`src/rtl/alarm_latch_with_history_defines.svh`:
```
// Assertion macros shared by the alarm latch modules.
// ALH_ASSERT checks a property on every rising clock edge outside reset.
// ALH_ASSERT_NEVER checks that an expression is never true outside reset.
`ifndef ALARM_LATCH_WITH_HISTORY_DEFINES_SVH
`define ALARM_LATCH_WITH_HISTORY_DEFINES_SVH

`ifndef SYNTHESIS
`define ALH_ASSERT(lbl, clk, rstn, prop, msg) \
  lbl: assert property (@(posedge clk) disable iff (!rstn) prop) else $error(msg);
`define ALH_ASSERT_NEVER(lbl, clk, rstn, expr, msg) \
  lbl: assert property (@(posedge clk) disable iff (!rstn) !(expr)) else $error(msg);
`else
`define ALH_ASSERT(lbl, clk, rstn, prop, msg)
`define ALH_ASSERT_NEVER(lbl, clk, rstn, expr, msg)
`endif

`endif

```
`src/rtl/alh_pkg.sv`:
```
`timescale 1ns / 1ps

package alh_pkg;

  localparam int OpW    = 3;
  localparam int IdW    = 4;
  localparam int TimeW  = 32;
  localparam int CodeW  = 16;
  localparam int HidxW  = 3;
  localparam int MaskW  = 16;

  localparam int NumAlarmsDef    = 16;
  localparam int HistoryDepthDef = 8;

  typedef enum logic [OpW-1:0] {
    OP_RAISE        = 3'd0,
    OP_RESET_TRIG   = 3'd1,
    OP_CHECK        = 3'd2,
    OP_CLEAR_RECOV  = 3'd3,
    OP_CLEAR_HIST   = 3'd4,
    OP_READ_HIST    = 3'd5
  } op_e;

  typedef enum logic [1:0] {
    ST_IDLE = 2'd0,
    ST_EXEC = 2'd1,
    ST_RESP = 2'd2
  } ctrl_state_e;

  // Commands from the controller to the datapath.
  typedef struct packed {
    logic capture;
    logic exec;
    logic cfg_we;
  } ctrl_cmd_t;

  localparam logic [IdW-1:0] ID_OVERTEMP   = 4'd1;
  localparam logic [IdW-1:0] ID_OVERCURR   = 4'd2;
  localparam logic [IdW-1:0] ID_UNDERVOLT  = 4'd3;
  localparam logic [IdW-1:0] ID_COMM_LOST  = 4'd4;
  localparam logic [IdW-1:0] ID_COMM_CRC   = 4'd5;

  localparam logic [CodeW-1:0] CODE_OVERTEMP  = 16'd106;
  localparam logic [CodeW-1:0] CODE_OVERCURR  = 16'd107;
  localparam logic [CodeW-1:0] CODE_UNDERVOLT = 16'd521;
  localparam logic [CodeW-1:0] CODE_COMM_LOST = 16'd800;
  localparam logic [CodeW-1:0] CODE_COMM_CRC  = 16'd801;
  localparam logic [CodeW-1:0] CODE_NONE      = 16'd0;

  function automatic logic [CodeW-1:0] code_of(input logic [IdW-1:0] id);
    logic [CodeW-1:0] code;
    unique case (id)
      ID_OVERTEMP:  code = CODE_OVERTEMP;
      ID_OVERCURR:  code = CODE_OVERCURR;
      ID_UNDERVOLT: code = CODE_UNDERVOLT;
      ID_COMM_LOST: code = CODE_COMM_LOST;
      ID_COMM_CRC:  code = CODE_COMM_CRC;
      default:      code = CODE_NONE;
    endcase
    return code;
  endfunction

endpackage

```
`src/rtl/alh_ctrl.sv`:
```
`timescale 1ns / 1ps
`include "alarm_latch_with_history_defines.svh"

module alh_ctrl
  import alh_pkg::*;
(
  input  logic      clk_i,
  input  logic      rst_ni,
  input  logic      start_i,
  input  logic      cfg_valid_i,
  output logic      busy_o,
  output logic      done_o,
  output logic      cfg_ready_o,
  output ctrl_cmd_t cmd_o
);

  ctrl_state_e state_q, state_d;

  always_ff @(posedge clk_i or negedge rst_ni) begin
    if (!rst_ni) begin
      state_q <= ST_IDLE;
    end else begin
      state_q <= state_d;
    end
  end

  always_comb begin
    state_d = state_q;
    unique case (state_q)
      ST_IDLE: begin
        if (start_i) state_d = ST_EXEC;
      end
      ST_EXEC: begin
        state_d = ST_RESP;
      end
      ST_RESP: begin
        state_d = start_i ? ST_EXEC : ST_IDLE;
      end
      default: begin
        state_d = ST_IDLE;
      end
    endcase
  end

  always_comb begin
    busy_o         = (state_q == ST_EXEC);
    done_o         = (state_q == ST_RESP);
    cfg_ready_o    = (state_q != ST_EXEC);
    cmd_o.capture  = start_i && (state_q != ST_EXEC);
    cmd_o.exec     = (state_q == ST_EXEC);
    cmd_o.cfg_we   = cfg_valid_i && (state_q != ST_EXEC);
  end

  `ALH_ASSERT(a_accept_goes_busy, clk_i, rst_ni, (start_i && !busy_o) |=> busy_o, "accepted request did not start execution")
  `ALH_ASSERT(a_done_after_exec, clk_i, rst_ni, done_o |-> $past(cmd_o.exec), "result strobe without a preceding execute cycle")
  `ALH_ASSERT_NEVER(a_busy_and_done, clk_i, rst_ni, busy_o && done_o, "busy and done high together")

endmodule

```
`src/rtl/alh_datapath.sv`:
```
`timescale 1ns / 1ps
`include "alarm_latch_with_history_defines.svh"

module alh_datapath
  import alh_pkg::*;
#(
  parameter int NUM_ALARMS    = NumAlarmsDef,
  parameter int HISTORY_DEPTH = HistoryDepthDef
) (
  input  logic             clk_i,
  input  logic             rst_ni,
  input  ctrl_cmd_t        cmd_i,
  input  logic [OpW-1:0]   op_i,
  input  logic [IdW-1:0]   alarm_id_i,
  input  logic [TimeW-1:0] now_ms_i,
  input  logic [HidxW-1:0] history_index_i,
  input  logic [MaskW-1:0] cfg_wdata_i,
  output logic             is_active_o,
  output logic             any_active_o,
  output logic             newly_latched_o,
  output logic [CodeW-1:0] last_code_o,
  output logic [CodeW-1:0] hist_code_o,
  output logic [TimeW-1:0] hist_time_o
);

  // Captured request.
  op_e              op_q;
  logic [IdW-1:0]   id_q;
  logic [TimeW-1:0] now_q;
  logic [HidxW-1:0] hidx_q;

  // Alarm state.
  logic [MaskW-1:0]      mask_q;
  logic [NUM_ALARMS-1:0] trig_q, trig_d;
  logic [NUM_ALARMS-1:0] act_q, act_d;
  logic [CodeW-1:0]      latest_q, latest_d;
  logic [CodeW-1:0]      hcode_q [HISTORY_DEPTH];
  logic [CodeW-1:0]      hcode_d [HISTORY_DEPTH];
  logic [TimeW-1:0]      htime_q [HISTORY_DEPTH];
  logic [TimeW-1:0]      htime_d [HISTORY_DEPTH];

  // Result registers.
  logic             res_is_act_q, res_is_act_d;
  logic             res_any_q, res_any_d;
  logic             res_newly_q, res_newly_d;
  logic [CodeW-1:0] res_hcode_q, res_hcode_d;
  logic [TimeW-1:0] res_htime_q, res_htime_d;

  logic                  id_valid;
  logic [NUM_ALARMS-1:0] id_onehot;
  logic                  id_active;
  logic                  raise_new;

  always_ff @(posedge clk_i) begin
    if (cmd_i.capture) begin
      op_q   <= op_e'(op_i);
      id_q   <= alarm_id_i;
      now_q  <= now_ms_i;
      hidx_q <= history_index_i;
    end
  end

  always_comb begin
    id_valid = (id_q != '0) && (32'(id_q) < NUM_ALARMS);
    for (int k = 0; k < NUM_ALARMS; k++) begin
      id_onehot[k] = id_valid && (32'(id_q) == k);
    end
    id_active = |(act_q & id_onehot);
    raise_new = (op_q == OP_RAISE) && id_valid && !id_active && !mask_q[id_q];
  end

  always_comb begin
    trig_d       = trig_q;
    act_d        = act_q;
    latest_d     = latest_q;
    hcode_d      = hcode_q;
    htime_d      = htime_q;
    res_is_act_d = 1'b0;
    res_newly_d  = 1'b0;
    res_hcode_d  = '0;
    res_htime_d  = '0;
    unique case (op_q)
      OP_RAISE: begin
        trig_d = trig_q | id_onehot;
        if (raise_new) begin
          act_d       = act_q | id_onehot;
          latest_d    = code_of(id_q);
          res_newly_d = 1'b1;
          for (int k = 1; k < HISTORY_DEPTH; k++) begin
            hcode_d[k] = hcode_q[k-1];
            htime_d[k] = htime_q[k-1];
          end
          hcode_d[0] = latest_d;
          htime_d[0] = now_q;
        end
      end
      OP_RESET_TRIG: begin
        trig_d = trig_q & ~id_onehot;
      end
      OP_CHECK: begin
        res_is_act_d = (id_q == '0) ? (|act_q) : id_active;
      end
      OP_CLEAR_RECOV: begin
        act_d = act_q & trig_q;
      end
      OP_CLEAR_HIST: begin
        for (int k = 0; k < HISTORY_DEPTH; k++) begin
          hcode_d[k] = '0;
          htime_d[k] = '0;
        end
      end
      OP_READ_HIST: begin
        // An index past the last entry matches nothing and reads as zero.
        for (int k = 0; k < HISTORY_DEPTH; k++) begin
          if (32'(hidx_q) == k) begin
            res_hcode_d = hcode_q[k];
            res_htime_d = htime_q[k];
          end
        end
      end
      default: begin
      end
    endcase
    res_any_d = |act_d;
  end

  always_ff @(posedge clk_i or negedge rst_ni) begin
    if (!rst_ni) begin
      mask_q       <= '0;
      trig_q       <= '0;
      act_q        <= '0;
      latest_q     <= '0;
      res_is_act_q <= 1'b0;
      res_any_q    <= 1'b0;
      res_newly_q  <= 1'b0;
      res_hcode_q  <= '0;
      res_htime_q  <= '0;
      for (int k = 0; k < HISTORY_DEPTH; k++) begin
        hcode_q[k] <= '0;
        htime_q[k] <= '0;
      end
    end else begin
      if (cmd_i.cfg_we) begin
        mask_q <= cfg_wdata_i;
      end
      if (cmd_i.exec) begin
        trig_q       <= trig_d;
        act_q        <= act_d;
        latest_q     <= latest_d;
        hcode_q      <= hcode_d;
        htime_q      <= htime_d;
        res_is_act_q <= res_is_act_d;
        res_any_q    <= res_any_d;
        res_newly_q  <= res_newly_d;
        res_hcode_q  <= res_hcode_d;
        res_htime_q  <= res_htime_d;
      end
    end
  end

  assign is_active_o     = res_is_act_q;
  assign any_active_o    = res_any_q;
  assign newly_latched_o = res_newly_q;
  assign last_code_o     = latest_q;
  assign hist_code_o     = res_hcode_q;
  assign hist_time_o     = res_htime_q;

  `ALH_ASSERT(a_newly_sets_any, clk_i, rst_ni, res_newly_q |-> res_any_q, "new latch reported with no active alarm")
  `ALH_ASSERT(a_newly_heads_history, clk_i, rst_ni, res_newly_q |-> (hcode_q[0] == latest_q), "newest history entry differs from latest code")

endmodule

```
`src/rtl/alarm_latch_with_history.sv`:
```
`timescale 1ns / 1ps
// Channel   | Direction | Handshake                      | Payload
// ----------+-----------+--------------------------------+--------------------------------------
// request   | in        | start, busy                    | op_i, alarm_id_i, now_ms_i,
//           |           |                                | history_index_i
// result    | out       | done_o (one-cycle strobe)      | is_active_o, any_active_o,
//           |           |                                | newly_latched_o, last_code_o,
//           |           |                                | hist_code_o, hist_time_o
// config    | in        | cfg_valid_i, cfg_ready_o       | cfg_wdata_i (alarm mask)
//
// A request is taken at a clock edge where start is high and busy is low.
// Each request is handled in order: the operands are captured, then the
// datapath updates the alarm state and history and registers the result.
// The result is on the ports with done_o high in the cycle after execution; a
// new request may be taken in that same cycle. The receiver cannot stall, so
// results are never held back. Reset is asynchronous and active low and
// clears mask, alarm state, latest code and the whole history at once; no
// clearing pass is needed.

module alarm_latch_with_history
  import alh_pkg::*;
#(
  parameter int NUM_ALARMS    = NumAlarmsDef,
  parameter int HISTORY_DEPTH = HistoryDepthDef
) (
  input  logic             clk_i,
  input  logic             rst_ni,
  // Request channel.
  input  logic             start,
  output logic             busy,
  input  logic [OpW-1:0]   op_i,
  input  logic [IdW-1:0]   alarm_id_i,
  input  logic [TimeW-1:0] now_ms_i,
  input  logic [HidxW-1:0] history_index_i,
  // Configuration channel: the alarm mask register.
  input  logic             cfg_valid_i,
  output logic             cfg_ready_o,
  input  logic [MaskW-1:0] cfg_wdata_i,
  // Result channel.
  output logic             done_o,
  output logic             is_active_o,
  output logic             any_active_o,
  output logic             newly_latched_o,
  output logic [CodeW-1:0] last_code_o,
  output logic [CodeW-1:0] hist_code_o,
  output logic [TimeW-1:0] hist_time_o
);

  // The controller sequences capture and execute; the datapath holds all
  // alarm state and never decides on its own when to update.
  ctrl_cmd_t cmd;

  alh_ctrl u_ctrl (
    .clk_i       (clk_i),
    .rst_ni      (rst_ni),
    .start_i     (start),
    .cfg_valid_i (cfg_valid_i),
    .busy_o      (busy),
    .done_o      (done_o),
    .cfg_ready_o (cfg_ready_o),
    .cmd_o       (cmd)
  );

  // A raise sets the trigger bit; when the alarm is neither active nor masked
  // it is also latched, its code becomes the latest code, and the code and
  // timestamp are shifted into the history, dropping the oldest entry.
  alh_datapath #(
    .NUM_ALARMS    (NUM_ALARMS),
    .HISTORY_DEPTH (HISTORY_DEPTH)
  ) u_datapath (
    .clk_i           (clk_i),
    .rst_ni          (rst_ni),
    .cmd_i           (cmd),
    .op_i            (op_i),
    .alarm_id_i      (alarm_id_i),
    .now_ms_i        (now_ms_i),
    .history_index_i (history_index_i),
    .cfg_wdata_i     (cfg_wdata_i),
    .is_active_o     (is_active_o),
    .any_active_o    (any_active_o),
    .newly_latched_o (newly_latched_o),
    .last_code_o     (last_code_o),
    .hist_code_o     (hist_code_o),
    .hist_time_o     (hist_time_o)
  );

endmodule
```
`config.mk`:
```
export PLATFORM = sky130hd
export DESIGN_NAME = alarm_latch_with_history
export DESIGN_NICKNAME = d
export VERILOG_FILES = /design/src/rtl/alh_pkg.sv /design/src/rtl/alh_ctrl.sv /design/src/rtl/alh_datapath.sv /design/src/rtl/alarm_latch_with_history.sv
export VERILOG_INCLUDE_DIRS = /design/src /design/src/rtl
export SDC_FILE = /design/constraint.sdc
export NUM_CORES = 1
export LEC_CHECK = 0
export BUFFER_PORTS_ARGS = -buffer_cell sky130_fd_sc_hd__clkbuf_2
export CAP_MARGIN = 20
export CORE_MARGIN = 2
export CORE_UTILIZATION = 60
export DETAILED_ROUTE_END_ITERATION = 10
export GPL_TIMING_DRIVEN = 0
export PLACE_DENSITY_LB_ADDON = 0.05
export SLEW_MARGIN = 20
export SYNTH_ARGS = -nofsm -noshare
export SYNTH_HDL_FRONTEND = slang
export SYNTH_SLANG_ARGS = --single-unit
```
`constraint.sdc`:
```
create_clock -name clk_i -period 2.7 [get_ports clk_i]
set_input_delay 0.27 -clock clk_i [delete_from_list [all_inputs] [get_ports clk_i]]
set_output_delay 0.27 -clock clk_i [all_outputs]
set_load 0.1 [all_outputs]
```
==> results of run 1 <==
metal layers:
metal	global-route usage, %	wire length [microns]	part of all wire [%]
met1	44.0	21300	43
met2	48.8	23600	48
met3	4.80	3060	6.2
met4	10.1	1320	2.7
met5	0	0	0
registers in the layout, indices dropped and copies added, names as in the netlist, named ones only:
register,cells
u_datapath.act_q,16
u_datapath.newly_latched_o,1
u_datapath.hidx_q,3
u_ctrl.state_q,2
u_datapath.now_q,32
u_datapath.last_code_o,6
u_datapath.hist_code_o,6
u_datapath.any_active_o,1
u_datapath.hcode_q,48
u_datapath.is_active_o,1
u_datapath.id_q,4
u_datapath.hist_time_o,32
u_datapath.mask_q,16
u_datapath.op_q,3
u_datapath.trig_q,1
u_datapath.htime_q,256
layout make-up:
type / count / share of cell area (%)
clock buffers: 66 / 5.89
well taps: 396 / 2.23
plain buffers: 145 / 5.02
inverters: 3 / 0.0507
multi-input cells: 821 / 29.2
clock inverters: 17 / 0.868
repair buffers: 178 / 5.88
flip-flops and latches: 443 / 50.9
path summary, 6_finish.rpt:
path	slack (ps)	endpoint	from	cells past startpoint
max	110	u_datapath.htime_q[253]	u_datapath.id_q[2]	10
min	240	u_datapath.hist_code_o[9]	rst_ni	2
max reg2reg	110	u_datapath.htime_q[253]	u_datapath.id_q[2]	10
min reg2reg	460	u_ctrl.state_q[0]	u_ctrl.state_q[0]	1
max in group asynchronous	1240	u_datapath.htime_q[207]	rst_ni	4
min in group clk_i	290	u_datapath.mask_q[2]	cfg_valid_i	3
Yosys cell counts, types with 2 or more instances:
cell type and n:
sky130_fd_sc_hd__o21ai_1 9, sky130_fd_sc_hd__buf_4 23, sky130_fd_sc_hd__nor3_1 4, sky130_fd_sc_hd__nand3b_1 3, sky130_fd_sc_hd__nand4b_1 2, sky130_fd_sc_hd__nand2_1 90
sky130_fd_sc_hd__nand3_1 11, sky130_fd_sc_hd__edfxtp_1 42, sky130_fd_sc_hd__a22oi_1 2, sky130_fd_sc_hd__nor2b_1 8, sky130_fd_sc_hd__a21oi_1 2, sky130_fd_sc_hd__inv_1 3
sky130_fd_sc_hd__dfrtp_1 401, sky130_fd_sc_hd__buf_6 61, sky130_fd_sc_hd__mux4_2 43, sky130_fd_sc_hd__nor2_1 5, sky130_fd_sc_hd__or2_2 2, sky130_fd_sc_hd__a32o_1 2
sky130_fd_sc_hd__nor4_1 5, sky130_fd_sc_hd__nand4_1 7, sky130_fd_sc_hd__a22o_1 300, sky130_fd_sc_hd__and3_1 5, sky130_fd_sc_hd__mux2_2 59, sky130_fd_sc_hd__buf_1 3
sky130_fd_sc_hd__clkbuf_1 48, sky130_fd_sc_hd__o21ai_0 178, sky130_fd_sc_hd__nand2b_1 2, sky130_fd_sc_hd__buf_2 11, sky130_fd_sc_hd__o22ai_1 37, sky130_fd_sc_hd__o21a_1 2
sky130_fd_sc_hd__a31oi_1 2, sky130_fd_sc_hd__o2bb2ai_1 8
power breakdown:
group	internal [mW]	switching (mW)	total (mW)
sequential	7.05	0.253	7.30
combinational	0.619	1.23	1.84
clock	3.75	2.59	6.34
worst reg2reg max path, delay by kind of cell, from the launching register on:
family | cells | cell delay [ps]
buf+inv | 5 | 1070
compound gates | 3 | 780
simple gates | 2 | 250
flops | 1 | 440
logic make-up (layout without fill, tap and decap cells):
family                 Yosys count  in the layout  share of synthesized area [%]
other                            1             18                         0.0199
multiplexers                   103            103                           8.74
XOR/XNOR                         1              1                         0.0466
AND/OR/NAND/NOR                152            152                           3.88
buffers and inverters          149            409                           5.94
AO/OA/AOI/OAI                  547            547                           21.3
flip-flops                     443            443                           60.1
placed cells by master (no fill, tap or decap), types with 18 or more instances in the layout:
cell / n
sky130_fd_sc_hd__dfrtp_1: 401
sky130_fd_sc_hd__nand2_1: 89
sky130_fd_sc_hd__clkbuf_1: 52
sky130_fd_sc_hd__edfxtp_1: 42
sky130_fd_sc_hd__o22ai_1: 37
sky130_fd_sc_hd__clkbuf_2: 122
sky130_fd_sc_hd__mux4_2: 43
sky130_fd_sc_hd__clkbuf_16: 47
sky130_fd_sc_hd__a22o_1: 300
sky130_fd_sc_hd__mux2_2: 59
sky130_fd_sc_hd__o21ai_0: 178
sky130_fd_sc_hd__dlygate4sd3_1: 60
sky130_fd_sc_hd__buf_4: 23
sky130_fd_sc_hd__buf_6: 61
sky130_fd_sc_hd__conb_1: 18
what timing repair did:
action | CTS | global route
pin swaps | 1 | 1
setup buffers | 0 | 1
endpoints found under the setup margin | 321 | 323
hold buffers | 60 | 0
resized for setup | 6 | 15
hold endpoints to repair | 106 | 0
==> flow_metrics.tcl, run 1 <==
set metrics [dict create \
    layout-drive-gt1-share_pct 24.3 \
    sequential_cell_area_sq_um 11300 \
    power.ir.vdd_worst_v 0.000565 \
    area_delta_synth_final_pct 18.1 \
    ys_seq_elements 443 \
    final-instance-count-excl-fill 2069 \
    critical_path_class "flop to flop" \
    synth_sequential_area_ratio_pct 60.1 \
    mean_area_per_synthesized_cell_sq_um 13.5 \
    worst_path_cell_chain "buf_4 -> buf_2 -> nand4b_1 -> a21oi_2 -> nor4b_4 -> a32oi_4 -> buf_12 -> buf_6 -> buf_6 -> a22o_1" \
    numCtsBuffers 45 \
    avgRoutedWirePerCell_microns 23.8 \
    synth_flop_cell "sky130_fd_sc_hd__dfrtp_1" \
    grt_antenna_before_repair 0 \
    hp-class "input pin to async pin" \
    required_worst_endpoint_ps 3190 \
    multi_input_comb_area_sq_um 6480 \
    timing.critical_path.slowest_stage_cell "sky130_fd_sc_hd__edfxtp_1" \
    tightestPinTransition_ps 937 \
    synth_edf_count 42 \
    remaining_overflow_grt 0 \
    critical_path_buf_inv_count 5 \
    final_core_utilization_pct 72.2 \
    htree_levels 2 \
    run_status "finished, final reports clean" \
    place_inst 1926 \
    placedInstanceArea_sq_um 20000 \
    clkTransAtPathRegs_ps 60 \
    fp.dieArea_sq_um 32800 \
    place.port_buffers 113 \
    drt_iter0_drc 1181 \
    path_max_fanout 10 \
    grt_pass1_wl_microns 78400 \
    drcViolationCount 0 \
    num_vias 13300 \
    final_min_period_over_clock_period_pct 95.9 \
    detail_route.vias_per_cell 6.45 \
    detail_route.wirelength_microns 49300 \
    cp_data_arrival_time_ps 3080 \
    timing.final.setup_violations 0 \
    grt_usage_pct 30.7 \
    worst_path_dominant_cell_family "buffers and inverters" \
    timing.final.crit_period_ps 2590 \
    first_global_vias 13900 \
    cellLeakagePower_nw 10.3 \
    syn-instance-count 1396 \
    fillers 2108 \
    report.power.total_mw 15.5 \
    clock_insertion_delay_worst_skew_ps 560 \
    max_stage_delay_ps 440 \
    tns_ps 0 \
    final_max_slew_viol_count 0 \
    placeableCoreArea_sq_um 30700 \
    insertedDiodeCount 0 \
    yosys_warnings 0 \
    detail-route-antenna-nets 0 \
    dr.pass1.iters 5 \
    final_net_count 1699 \
    finalHoldWorstSlack_ps 238 \
    clock_sinks 443 \
    power_per_cell_area_nw_per_um2 697 \
    mapped_cell_area_sq_um 18800 \
    crit_path_start_kind "flop" \
    synth_area_leaders "sky130_fd_sc_hd__dfrtp_1 53%, sky130_fd_sc_hd__a22o_1 14%, sky130_fd_sc_hd__edfxtp_1 6.7%" \
    routabilityCongestion 0.913 \
    placement.setup.worst_slack_ps -194 \
    fin_skew_ps 21.4 \
    ios 132 \
    die_w_microns 181 \
    design_area_sq_um 22200 \
    timing.final.ws_setup_ps 110 \
    synthDistinctLibCells 48 \
    final-hold-violation-count 0 \
    initial_utilization_pct 61.1 \
    synth_top_area_share_pct 53.4 \
    clock_tree.root_cell "sky130_fd_sc_hd__clkbuf_16" \
    cts.path.max_buffers 3 \
    achievable_frequency_mhz 386 \
    grt_max_degree 93 \
    core.rowCount 64 \
    max-cap-violations 0 \
    async_s_r_ff_share_synth_pct 90.5 \
    die_height_microns 181 \
    most_used_cell_along_the_critical_path "sky130_fd_sc_hd__buf_6" \
    tritoncts_clock_tree "done" \
    timing.critical_path.to_type "flop" \
    worst_slew_margin_pct 37.5 \
    yosysTopAreaCell "sky130_fd_sc_hd__dfrtp_1" \
    dp.final_hpwl_microns 31900 \
]
(Power assumes the default switching activity.)
==> inputs of run 2 (changes only) <==
--- a/config.mk
+++ b/config.mk
@@ -9,7 +9,7 @@
 export BUFFER_PORTS_ARGS = -buffer_cell sky130_fd_sc_hd__clkbuf_2
 export CAP_MARGIN = 20
 export CORE_MARGIN = 2
-export CORE_UTILIZATION = 60
+export CORE_UTILIZATION = 65
 export DETAILED_ROUTE_END_ITERATION = 10
 export GPL_TIMING_DRIVEN = 0
 export PLACE_DENSITY_LB_ADDON = 0.05
==> constraint.sdc (replaced) <==
create_clock -name clk_i -period 3.3 [get_ports clk_i]
set_input_delay 0.33 -clock clk_i [delete_from_list [all_inputs] [get_ports clk_i]]
set_output_delay 0.33 -clock clk_i [all_outputs]
set_load 0.1 [all_outputs]
==> run 2 against run 1 <==
  * Sequential power down 18%
  * Hold slack worse by 220 ps
  * Via count up 0.68%
  * Clock skew down 2.3 ps
  * Setup slack better by 180 ps
  * Largest power group unchanged
==> flow_metrics.tcl, run 2 (synthesis gave the netlist of run 1 again) <==
set metrics [dict create \
    run_status "finished, final reports clean" \
    layout.cells.most_common "sky130_fd_sc_hd__dfrtp_1" \
    critical_path_class "flop to primary output" \
    power.ir.vdd_worst_v 0.000478 \
    fp.dieArea_sq_um 30300 \
    place.port_buffers 113 \
    reg2regPathDepth 8 \
    placement.setup.worst_slack_ps 379 \
    final_max_slew_viol_count 0 \
    regToRegEndpoint "u_datapath.hist_time_o[29]" \
    tritoncts_clock_tree "done" \
    timing.final.crit_period_ps 3010 \
    clock_tree.root_cell "sky130_fd_sc_hd__clkbuf_16" \
    most_used_cell_along_the_critical_path "sky130_fd_sc_hd__clkbuf_2" \
    clock_sinks 443 \
    detail-route-antenna-nets 0 \
    die_w_microns 174 \
    grt_max_degree 86 \
    placeableCoreArea_sq_um 28600 \
    cellLeakagePower_nw 10.2 \
    cp_data_arrival_time_ps 2680 \
    worst_slew_margin_pct 30.1 \
    detail_route.wirelength_microns 49600 \
    final-hold-violation-count 0 \
    final_min_period_over_clock_period_pct 91.3 \
    grt_usage_pct 33.6 \
    final_net_count 1683 \
    gr_met3_demand_resource_pct 4.90 \
    critical_path_buf_inv_count 3 \
    grt_pass1_wl_microns 78900 \
    reg_top3 "u_datapath.htime_q (256), u_datapath.hcode_q (48)" \
    detail_route.vias_per_cell 6.58 \
    routabilityCongestion 0.891 \
    htree_levels 2 \
    grt_antenna_before_repair 0 \
    hp-class "input pin to flop" \
    worst_path_cell_chain "nand2b_1 -> clkbuf_2 -> clkbuf_1 -> clkbuf_2" \
    timing.final.setup_violations 0 \
    place_inst 1915 \
    hold_path.startpoint "cfg_wdata_i[0]" \
    fin_skew_ps 19.0 \
    die_height_microns 174 \
    grt_most_used_layer "met2" \
    dr.pass1.iters 6 \
    hold_path_end "u_datapath.mask_q[0]" \
    max_stage_delay_ps 570 \
    cts_setup_buffers 0 \
    tightestPinTransition_ps 1050 \
    first_global_vias 13800 \
    cts.path.max_buffers 3 \
    drcViolationCount 0 \
    area_delta_synth_final_pct 16.7 \
    drt_iter0_drc 1329 \
    clock_insertion_delay_worst_skew_ps 550 \
    worst_path_dominant_cell_family "buffers and inverters" \
    dp.final_hpwl_microns 32200 \
    r2r_setup_slack_ps 300 \
    avgRoutedWirePerCell_microns 24.3 \
    groute.layer.met1.usage_pct 48.8 \
    min_delay_path_depth 2 \
    num_vias 13400 \
    required_worst_endpoint_ps 2970 \
    timing.final.ws_setup_ps 288 \
    achievable_frequency_mhz 332 \
    power_per_cell_area_nw_per_um2 568 \
    timing.critical_path.to_type "primary output" \
    top_register "u_datapath.htime_q" \
    met2_usage_grt_pct 54.3 \
    timing.critical_path.slowest_stage_cell "sky130_fd_sc_hd__clkbuf_2" \
    numCtsBuffers 45 \
    layout-drive-gt1-share_pct 23.6 \
    insertedDiodeCount 0 \
    initial_utilization_pct 65.7 \
    path_max_fanout 10 \
    core.rowCount 62 \
    final-instance-count-excl-fill 2040 \
    most_frequent_cells_in_the_layout "401 x sky130_fd_sc_hd__dfrtp_1, 300 x sky130_fd_sc_hd__a22o_1, 178 x sky130_fd_sc_hd__o21ai_0" \
    largest_register_ffs 256 \
    timing.rr.start "u_datapath.hidx_q[0]" \
    ios 132 \
    max-cap-violations 0 \
    crit_path_start_kind "flop" \
    remaining_overflow_grt 0 \
    clkTransAtPathRegs_ps 60 \
    grt_setup_unrepaired "no" \
]
==> run 2: changes by cell type in the layout (fill, tap and decap cells not counted), moves of 2 or more <==
cell,change
sky130_fd_sc_hd__bufinv_16,-3
sky130_fd_sc_hd__clkbuf_1,+8
sky130_fd_sc_hd__dlygate4sd3_1,-17
sky130_fd_sc_hd__buf_1,+2
sky130_fd_sc_hd__clkinv_1,+3
sky130_fd_sc_hd__clkbuf_2,-9
sky130_fd_sc_hd__clkinv_2,-5
sky130_fd_sc_hd__clkbuf_8,+2
sky130_fd_sc_hd__clkinvlp_4,+2
==> run 2: layout make-up <==
class / count / area (sq um)
clock inverter: 14 / 111
clock buffer: 68 / 1340
timing repair buffer: 161 / 1140
fill: 1798 / 6690
tap: 384 / 480
inverter: 3 / 11.3
buffer: 146 / 1110
multi-input combinational: 821 / 6450
sequential: 443 / 11300
==> run 2: what timing repair did <==
action                                  4_1_cts  5_1_grt
hold endpoints to repair                     90        0
resized for setup                             0        2
endpoints found under the setup margin        0        1
hold buffers                                 43        0
==> run 2: worst max-delay path by stage <==
stage | startpoint | endpoint | slack (ps) | depth (start not counted)
global route | u_datapath.id_q[2] | u_datapath.htime_q[13] | 160 | 7
detailed placement | u_datapath.hidx_q[0] | u_datapath.hist_time_o[29] | 380 | 8
finish | u_ctrl.state_q[0] | cfg_ready_o | 290 | 4
global placement | rst_ni | u_datapath.htime_q[171] | -6910 | 1
CTS | u_ctrl.state_q[0] | cfg_ready_o | 2 | 4
floorplan | u_ctrl.state_q[1] | u_datapath.last_code_o[3] | 660 | 8
==> run 2: report_power, final <==
part	switching [mW]	internal [mW]	total, mW
sequential	0.211	5.77	5.98
combinational	1.00	0.493	1.49
clock	2.11	2.88	4.99
total	3.32	9.14	12.5
==> run 2: layer usage <==
| metal | wire length [microns] | vias to the layer above | share of wire (%) |
|---|---|---|---|
| li1 | - | 5759 | - |
| met1 | 21000 | 6959 | 42 |
| met2 | 24200 | 623 | 49 |
| met3 | 3430 | 92 | 6.9 |
| met4 | 1010 | 0 | 2.0 |
| met5 | 0 | - | 0 |
==> run 2: stage by stage <==
| step | area [sq um] | hold WS [ps] | total power, mW | setup TNS, ps | util [%] |
|---|---|---|---|---|---|
| final | 21900 | 18.8 | 12.5 | 0 | 76.6 |
| after global routing | 21900 | 4.73 | 12.8 | 0 | 76.6 |
| after CTS | 21900 | 5.30 | 12.5 | 0 | 76.6 |
| after detailed placement | 20100 | 303 | 7.50 | 0 | 70.1 |
| after global placement | 19900 | 440 | 7.46 | -2761810 | 69.6 |
| after floorplan | 18900 | 34.4 | 7.01 | 0 | - |
==> run 2: worst reg2reg max path: cells and delay by family (launching register included) <==
kind | cells | cell delay [ps]
compound gates | 3 | 510
buf+inv | 3 | 1460
flops | 1 | 330
simple gates | 2 | 570
==> inputs of run 3 (changes only) <==
--- a/config.mk
+++ b/config.mk
@@ -7,13 +7,14 @@
 export NUM_CORES = 1
 export LEC_CHECK = 0
 export BUFFER_PORTS_ARGS = -buffer_cell sky130_fd_sc_hd__clkbuf_2
-export CAP_MARGIN = 20
+export CAP_MARGIN = 10
 export CORE_MARGIN = 2
-export CORE_UTILIZATION = 65
+export CORE_UTILIZATION = 66
 export DETAILED_ROUTE_END_ITERATION = 10
 export GPL_TIMING_DRIVEN = 0
 export PLACE_DENSITY_LB_ADDON = 0.05
 export SLEW_MARGIN = 20
 export SYNTH_ARGS = -nofsm -noshare
 export SYNTH_HDL_FRONTEND = slang
+export SYNTH_HIERARCHICAL = 1
 export SYNTH_SLANG_ARGS = --single-unit
==> run 3 against run 2 <==
  * Final cell count up 33%
  * Sequential share of layout area fell by 5.5 points
  * Critical path depth grew 4
  * Clock skew increased by 4.4 ps
  * Utilization increased by 0.80 points
  * Register-to-register slack got worse by 210 ps
  * Combinational power rose by 5%
  * Synthesized cell count up 47%
  * Power increased by 0.99%
  * Critical path type is now flop to flop
  * Critical endpoint is now u_datapath/hist_code_o[0]
  * Largest power group unchanged
==> flow_metrics.tcl, run 3 <==
set metrics [dict create \
    fillers 2116 \
    fp.dieArea_sq_um 33900 \
    largest_family_of_logic_cells_by_synthesized_area "multiplexers" \
    power_per_cell_area_nw_per_um2 512 \
    num_vias 15700 \
    post-synth-top-count-cell "sky130_fd_sc_hd__dfrtp_1" \
    die_w_microns 184 \
    yosys_warnings 6 \
    max_stage_delay_ps 780 \
    synth_flop_cell "sky130_fd_sc_hd__dfrtp_1" \
    routed-wl-met2_microns 25800 \
    routabilityCongestion 0.914 \
    area_delta_synth_final_pct 14.8 \
    core.rowCount 65 \
    final_net_count 2338 \
    yosys-mux-area-fraction_pct 20.2 \
    fraction_of_the_mapped_netlist_area_in_compound_gates_pct 8.22 \
    path_max_fanout 10 \
    final-instance-count-excl-fill 2716 \
    met3_length_microns 3800 \
    clock_insertion_delay_worst_skew_ps 560 \
    drt_iter0_drc 1521 \
    achievable_frequency_mhz 311 \
    synthDistinctLibCells 56 \
    timing.critical_path.to_type "flop" \
    yosys.area_share.adder_pct 0 \
    layout-drive-gt1-share_pct 13.5 \
    layout.cells.most_common "sky130_fd_sc_hd__dfrtp_1" \
    remaining_overflow_grt 0 \
    cts_setup_buffers 0 \
    place_inst 2586 \
    most_frequent_cells_in_the_layout "401 x sky130_fd_sc_hd__dfrtp_1, 345 x sky130_fd_sc_hd__nand2_1, 334 x sky130_fd_sc_hd__mux2i_1" \
    initial_utilization_pct 67.5 \
    synth.cells.most_frequent "401 x sky130_fd_sc_hd__dfrtp_1, 345 x sky130_fd_sc_hd__nand2_1, 334 x sky130_fd_sc_hd__mux2i_1, 305 x sky130_fd_sc_hd__inv_1, 122 x sky130_fd_sc_hd__o21ai_0" \
    synth_edf_count 42 \
    htree_levels 2 \
    detail_route.vias_per_cell 5.78 \
    worst_slew_margin_pct 34.3 \
    synth_sequential_area_ratio_pct 52.8 \
    report.power.total_mw 12.6 \
    synth_top_area_share_pct 46.9 \
    ios 132 \
    grt_antenna_before_repair 0 \
    synth_area_leaders "sky130_fd_sc_hd__dfrtp_1 47%, sky130_fd_sc_hd__mux2i_1 16%, sky130_fd_sc_hd__nand2_1 6.1%" \
    final_max_slew_viol_count 0 \
    grt_setup_unrepaired "no" \
    top_register "u_datapath/htime_q" \
    drcViolationCount 0 \
    critical_path_buf_inv_count 4 \
    worst_path_cell_chain "clkbuf_1 -> clkbuf_1 -> clkbuf_1 -> buf_1 -> a311oi_1 -> a31oi_1 -> nor2_1 -> o2bb2ai_1" \
    tightestPinTransition_ps 985 \
    first_global_vias 15900 \
    async_s_r_ff_share_synth_pct 90.5 \
    die_height_microns 184 \
    detail_route.wirelength_microns 55000 \
    m1WireLength_microns 24200 \
    crit_path_start_kind "flop" \
    numCtsBuffers 46 \
    cts.path.max_buffers 3 \
    reg_top3 "u_datapath/htime_q (256), u_datapath/hcode_q (48)" \
    max-cap-violations 0 \
    dp.final_hpwl_microns 38400 \
    yosys.area_share.xor_xnor_pct 0 \
    detail-route-antenna-nets 0 \
    yosysTopAreaCell "sky130_fd_sc_hd__dfrtp_1" \
    clock_tree.root_cell "sky130_fd_sc_hd__clkbuf_16" \
    mean_area_per_synthesized_cell_sq_um 10.4 \
    required_worst_endpoint_ps 3780 \
    avgRoutedWirePerCell_microns 20.3 \
    power.ir.vdd_worst_v 0.000558 \
    synth_simple_gate_area_share_pct 9.16 \
    most_used_cell_along_the_critical_path "sky130_fd_sc_hd__clkbuf_1" \
    final_min_period_over_clock_period_pct 97.4 \
    highest-signal-layer "met4" \
    critical_path_class "flop to flop" \
    final-hold-violation-count 0 \
    place.port_buffers 113 \
    run_status "finished, final reports clean" \
    cp_data_arrival_time_ps 3700 \
    mapped_cell_area_sq_um 21400 \
    timing.final.setup_violations 0 \
    largest_register_ffs 256 \
    ys_seq_elements 443 \
    dr.pass1.iters 6 \
    insertedDiodeCount 0 \
    fin_skew_ps 23.4 \
    placeableCoreArea_sq_um 31700 \
    hp-class "input pin to flop" \
    grt_pass1_wl_microns 87400 \
    timing.final.crit_period_ps 3210 \
    syn-instance-count 2050 \
    clock_sinks 443 \
    worst_path_dominant_cell_family "buffers and inverters" \
    cellLeakagePower_nw 12.5 \
    grt_max_degree 93 \
    grt_usage_pct 33.6 \
    timing.critical_path.slowest_stage_cell "sky130_fd_sc_hd__clkbuf_1" \
    clkTransAtPathRegs_ps 60 \
    tritoncts_clock_tree "done" \
]
[run 3: cell count changes in the layout (fill, tap and decap cells not counted), sizes merged, moves of 37 or more]
cell / before / now
a22o: 300 / 8
nor2: 5 / 51
a21oi: 3 / 50
nand2: 90 / 345
mux2i: 0 / 334
inv: 4 / 305
clkbuf: 229 / 266
mux2: 60 / 19
o21ai: 187 / 122
[run 3: kinds of logic (layout without fill, tap and decap cells)]
kind of cell,Yosys count,count (layout)
other,1,18
buffers and inverters,464,711
and+or+nand+nor,468,468
DFF,443,443
AOI/OAI and AO/OA,287,287
muxes,387,387
[run 3: cell type report]
| cell class | count | area, sq um | area share, % |
|---|---|---|---|
| Buffer | 157 | 913 | 3.72 |
| Clock buffer | 63 | 1270 | 5.16 |
| Clock inverter | 23 | 184 | 0.749 |
| Inverter | 306 | 1150 | 4.68 |
| Multi-Input combinational cell | 1160 | 8120 | 33.0 |
| Sequential cell | 443 | 11300 | 46.0 |
| Tap cell | 402 | 503 | 2.05 |
| Timing Repair Buffer | 162 | 1130 | 4.62 |
[run 3: where the power goes]
part	internal (mW)	switching (mW)
Sequential	5.77	0.236
Combinational	0.482	1.08
Clock	2.85	2.16
[run 3: through the flow]
step                      worst slack (ps)  setup TNS, ps  utilization (%)  area (sq um)  hold WS [ps]
after floorplan                        382              0                -         21500          34.4
after global placement               -7060       -2811600             71.0         22500           467
after detailed placement              -324          -7330             71.4         22700           378
after CTS                             44.7              0             77.4         24600        0.0763
after global routing                  3.32              0             77.4         24600          9.68
final                                 85.5              0             77.4         24600          13.3
[run 3: worst reg2reg max path, stage by stage, from the launching register on]
cell,delay [ps]
sky130_fd_sc_hd__edfxtp_1,320
sky130_fd_sc_hd__clkbuf_1,440
sky130_fd_sc_hd__clkbuf_1,580
sky130_fd_sc_hd__clkbuf_1,780
sky130_fd_sc_hd__buf_1,450
sky130_fd_sc_hd__a311oi_1,90
sky130_fd_sc_hd__a31oi_1,210
sky130_fd_sc_hd__nor2_1,70
sky130_fd_sc_hd__o2bb2ai_1,180
[run 3: path summary, 6_finish.rpt]
check / from / to / slack (ps) / cells past startpoint
max in group asynchronous: rst_ni / u_datapath/htime_q[117] / 830 / 6
worst min-delay path: cfg_wdata_i[14] / u_datapath/mask_q[14] / 10 / 2
worst max register to register: u_datapath/hidx_q[1] / u_datapath/hist_code_o[0] / 90 / 8
min in group asynchronous: rst_ni / u_datapath/hcode_q[38] / 340 / 2
worst max-delay path: u_datapath/hidx_q[1] / u_datapath/hist_code_o[0] / 90 / 8
worst min register to register: u_datapath/hist_time_o[13] / u_datapath/hist_time_o[13] / 480 / 1
[run 3: per-layer routing]
metal | track usage [%] | vias up
li1 | - | 7208
met2 | 54.1 | 630
met3 | 4.97 | 100
met4 | 8.22 | 0
met5 | 0 | -
met1 | 48.8 | 7773
[run 3: repair_timing]
item                                    in CTS  in global routing
endpoints found under the setup margin      51                324
endpoints found under the hold margin      115                  0
hold buffers                                45                  0
resized for setup                            2                  7
